$ cat src/rtl/core/qifc_pkg.sv
package qifc_pkg;

  localparam int MaxFields = 16;
  localparam int FracBits = 16;
  localparam int CntW = $clog2(MaxFields + 1);

  localparam logic [1:0] RegMode = 2'd0;
  localparam logic [1:0] RegGain = 2'd1;
  localparam logic [1:0] RegOffset = 2'd2;

  localparam logic [1:0] ModeProduct = 2'd0;
  localparam logic [1:0] ModeMean = 2'd1;

  localparam logic [1:0] StatusOk = 2'd0;
  localparam logic [1:0] StatusSat = 2'd1;
  localparam logic [1:0] StatusOver = 2'd2;

  typedef struct packed {
    logic signed [31:0] raw_value;
    logic signed [31:0] field_gain;
    logic signed [31:0] field_offset;
    logic               last_field;
  } word_t;

  typedef enum logic [3:0] {
    ST_IDLE,
    ST_SCALE,
    ST_COMBINE,
    ST_ACCUM,
    ST_APPLY,
    ST_FINISH,
    ST_MEAN,
    ST_DIV,
    ST_OUT
  } back_state_t;

  function automatic logic signed [31:0] sat32(input logic signed [65:0] v, output logic sat);
    sat = 1'b0;
    if (v > 66'sd2147483647) begin
      sat = 1'b1;
      sat32 = 32'sh7fffffff;
    end else if (v < -66'sd2147483648) begin
      sat = 1'b1;
      sat32 = 32'sh80000000;
    end else begin
      sat32 = v[31:0];
    end
  endfunction

endpackage

$ cat src/rtl/core/qifc_queue.sv
module qifc_queue
  import qifc_pkg::*;
(
  input  logic  clk,
  input  logic  rst,
  input  logic  in_valid,
  output logic  in_ready,
  input  word_t in_word,
  output logic  out_valid,
  input  logic  out_ready,
  output word_t out_word
);

  word_t      mem [2];
  logic       wr_ptr;
  logic       rd_ptr;
  logic [1:0] count;

  logic push;
  logic pop;

  assign in_ready = (count != 2'd2);
  assign out_valid = (count != 2'd0);
  assign push = in_valid && in_ready;
  assign pop = out_valid && out_ready;
  assign out_word = mem[rd_ptr];

  always_ff @(posedge clk) begin
    if (push) begin
      mem[wr_ptr] <= in_word;
    end
    if (rst) begin
      wr_ptr <= 1'b0;
      rd_ptr <= 1'b0;
      count <= 2'd0;
    end else begin
      if (push) wr_ptr <= ~wr_ptr;
      if (pop) rd_ptr <= ~rd_ptr;
      count <= count + {1'b0, push} - {1'b0, pop};
    end
  end

endmodule

$ cat config.mk
export PLATFORM = sky130hd
export DESIGN_NAME = qifc_queue
export DESIGN_NICKNAME = d
export VERILOG_FILES = /design/src/rtl/core/qifc_pkg.sv /design/src/rtl/core/qifc_queue.sv
export SDC_FILE = /design/constraint.sdc
export NUM_CORES = 1
export LEC_CHECK = 0
export BUFFER_PORTS_ARGS = -buffer_cell sky130_fd_sc_hd__buf_2
export CORE_MARGIN = 5
export CORE_UTILIZATION = 46
export DETAILED_ROUTE_END_ITERATION = 6
export HOLD_SLACK_MARGIN = 0.1
export PLACE_DENSITY = 0.71
export SKIP_CTS_REPAIR_TIMING = 1
export SYNTH_ARGS = -nofsm -noshare
export SYNTH_HDL_FRONTEND = slang
export SYNTH_SLANG_ARGS = --single-unit
$ cat constraint.sdc
create_clock -name clk -period 15.6 [get_ports clk]
set_clock_uncertainty 0.15 [all_clocks]
set_input_delay 0.78 -clock clk [delete_from_list [all_inputs] [get_ports clk]]
set_output_delay 0.78 -clock clk [all_outputs]
set_load 0.03 [all_outputs]
==> impl_metrics.yaml <==
floorplan:
  initial_core_util_pct: 46.57
  placementRows: 46
  io_pins: 200
  die_area_um2: 18590
  die_h_um: 136.4
  dieWidth_um: 136.4
  core_um2: 15770
global_routing:
  grt_max_degree: 60
  grt_use_total_pct: 14.66
  grt-ovfl-total: 0
  grt_pass1_wl_mm: 20.57
  antenna_found_initial: 2
  grt_pass1_vias: 4045
sta:
  setup_viol: 0
  fmax_mhz: 283.8
  finalCritPeriodShare_pct: 22.58
  whs_ns: 0.3792
  slew_headroom_pct: 39.34
  hold_viol: 0
  rsz0062_at_grt: "false"
  drv_slew: 0
  period_minus_slack_ns: 3.523
  worst_slew_pin_slew_ns: 0.9099
  setup_tns_ns: 0
setup_path:
  crit_family: "buffers and inverters"
  critPathArrivalTime_ns: 2.59
  path_buf_inv: 2
  cpPeakStageDelay_ns: 0.76
  crit_slowest_cell: "buf_4"
  cp.required_ns: 14.67
  worst_setup_path_end_kind: "primary output"
  crit_chain: "buf_4 -> mux2_2 -> buf_2"
  criticalPathCategory: "register to primary output"
  path_max_fanout: 59
  critPathLaunchType: "register"
synthesis:
  synth-seq-cells: 199
  synth_cell_types: 17
  synth_nets: 429
  yosysWarnings: 0
  synthCells: 326
  syn_area_um2: 7345
  post-synth-top-count-cell: "edfxtp_1"
  synth_commonest_cells: "edfxtp_1 (194), mux2_2 (68), mux2_4 (30)"
  avgSynthCellArea_um2: 22.53
  synth_edf_count: 194
  synth_top_area_share_pct: 79.32
  synth-async-reset-ratio_pct: 0
  ys.flop_type: "edfxtp_1"
  synth-seq-area-share_pct: 80.68
  synth_top_area_cell: "edfxtp_1"
  synth.area.top_cells: "edfxtp_1 (79%), mux2_2 (10%), mux2_4 (6.1%), dfxtp_1 (1.4%), buf_6 (0.77%)"
clocking:
  ctsLongestPathBuffers: 2
  cts-buffers-inserted: 17
  tritoncts: "yes"
  path_clk_slew_ns: 0.06
  cts-root-buf: "clkbuf_16"
  clk_latency_ns: 0.41
  ctsHtreeMaxLevel: 4
  cts_sinks: 199
route:
  dr.pass1.iters: 5
  wl_mm: 13.59
  antenna_left: 0
  drt_iter0_drc: 210
  wl_per_cell_um: 17.75
  dr_total_vias: 3711
  viasPerCell: 4.845
  drcViolationCount: 0
power:
  p_leak_nw: 3.519
  swShare_pct: 30.38
  p_comb_share_pct: 27.3
  fin_total_pwr_mw: 1.662
  vdd_drop_max_mv: 0.1374
  intPower_mw: 1.157
  p_clk_share_pct: 30.4
  p_sw_mw: 0.5049
  p_per_area_nw_per_um2: 179.3
  p_seq_share_pct: 42.3
placed_design:
  io_buffers: 199
  dp_hpwl_mm: 9.169
  dp.cells: 734
  gp_congestion: 0.7558
layout:
  multi_input_area_um2: 1341
  antenna_cells: 0
  drive_above_1_share_pct: 61.09
  stdcell_count: 766
  regArea_um2: 5929
  nFillCells: 1253
  syn_to_final_growth_pct: 26.18
  layout.nets: 640
run:
  cap_violations: 0
worst_hold_path:
  hold_class: "register to register"
outcome:
  status: "completed"
[tightest hold or removal path, delay by kind of cell, from the launching register on]
family | cells | cell delay [ns]
xor gates and xnor gates | 1 | 0.09
DFF | 1 | 0.33
and+or+nand+nor | 1 | 0.08
[worst paths after layout]
path	slack [ns]	cells after the start	start	endpoint
min reg2reg	0.38	2	rd_ptr	register
min	0.38	2	rd_ptr	register
max	12.08	3	register	out_word[2]
max reg2reg	13.13	3	count[0]	mem[1][14]
[cell type report]
type / count / area share, %
clock buffers: 17 / 4.590
clock inverters: 15 / 2.930
inverters: 1 / 0.04050
multi-input cells: 115 / 14.47
flip-flops and latches: 199 / 63.98
well taps: 216 / 2.916
repair buffers: 203 / 11.07
[stage by stage]
stage / setup WS [ns] / cell area [µm²] / util (%)
2_1_floorplan: 9.982 / 7345 / -
3_3_place_gp: 12.50 / 8571 / 54.35
3_5_place_dp: 12.47 / 8571 / 54.35
4_1_cts: 12.00 / 9268 / 58.77
5_1_grt: 11.92 / 9268 / 58.77
6_report: 12.08 / 9268 / 58.77
[metal layers]
metal / global-route usage [%] / wire length, µm
met1: 17.51 / 5449
met2: 24.79 / 6878
met3: 5.292 / 1100
met4: 4.815 / 135
met5: 0 / 29
[logic make-up (layout without fill, tap and decap cells)]
family / count (synthesis) / in the layout / share of synthesized area (%)
simple gates: 11 / 11 / 0.7327
compound gates: 1 / 1 / 0.1023
buf+inv: 12 / 236 / 1.226
mux: 98 / 98 / 16.56
fa+ha+maj: 2 / 2 / 0.3407
flops: 199 / 199 / 80.68
xor+xnor: 3 / 3 / 0.3578
[power by group through the flow]
stage	combinational, mW	clock (mW)	sequential [mW]
final	0.454	0.505	0.703
after floorplan	0.357	0	0.704
after global placement	0.456	0	0.711
after CTS	0.462	0.517	0.705
after detailed placement	0.460	0	0.716
after global routing	0.482	0.539	0.709
[state kept, by name, summed over array words and instances, names as in the netlist, named ones only]
register  count
rd_ptr        1
mem         194
count         2
wr_ptr        1
[placed cells by master (no fill, tap or decap), drive strengths merged]
| cell type | synthesis | final |
|---|---|---|
| and3 | 1 | 1 |
| buf | 11 | 203 |
| bufinv | 0 | 7 |
| clkbuf | 0 | 17 |
| clkinv | 0 | 2 |
| clkinvlp | 0 | 2 |
| dfxtp | 5 | 5 |
| edfxtp | 194 | 194 |
| ha | 2 | 2 |
| inv | 1 | 5 |
| mux2 | 98 | 98 |
| nand2 | 1 | 1 |
| nand2b | 1 | 1 |
| nor2 | 5 | 5 |
| nor2b | 2 | 2 |
| o21a | 1 | 1 |
| or2 | 1 | 1 |
| xnor2 | 2 | 2 |
| xor2 | 1 | 1 |
(Power assumes the default switching activity.)
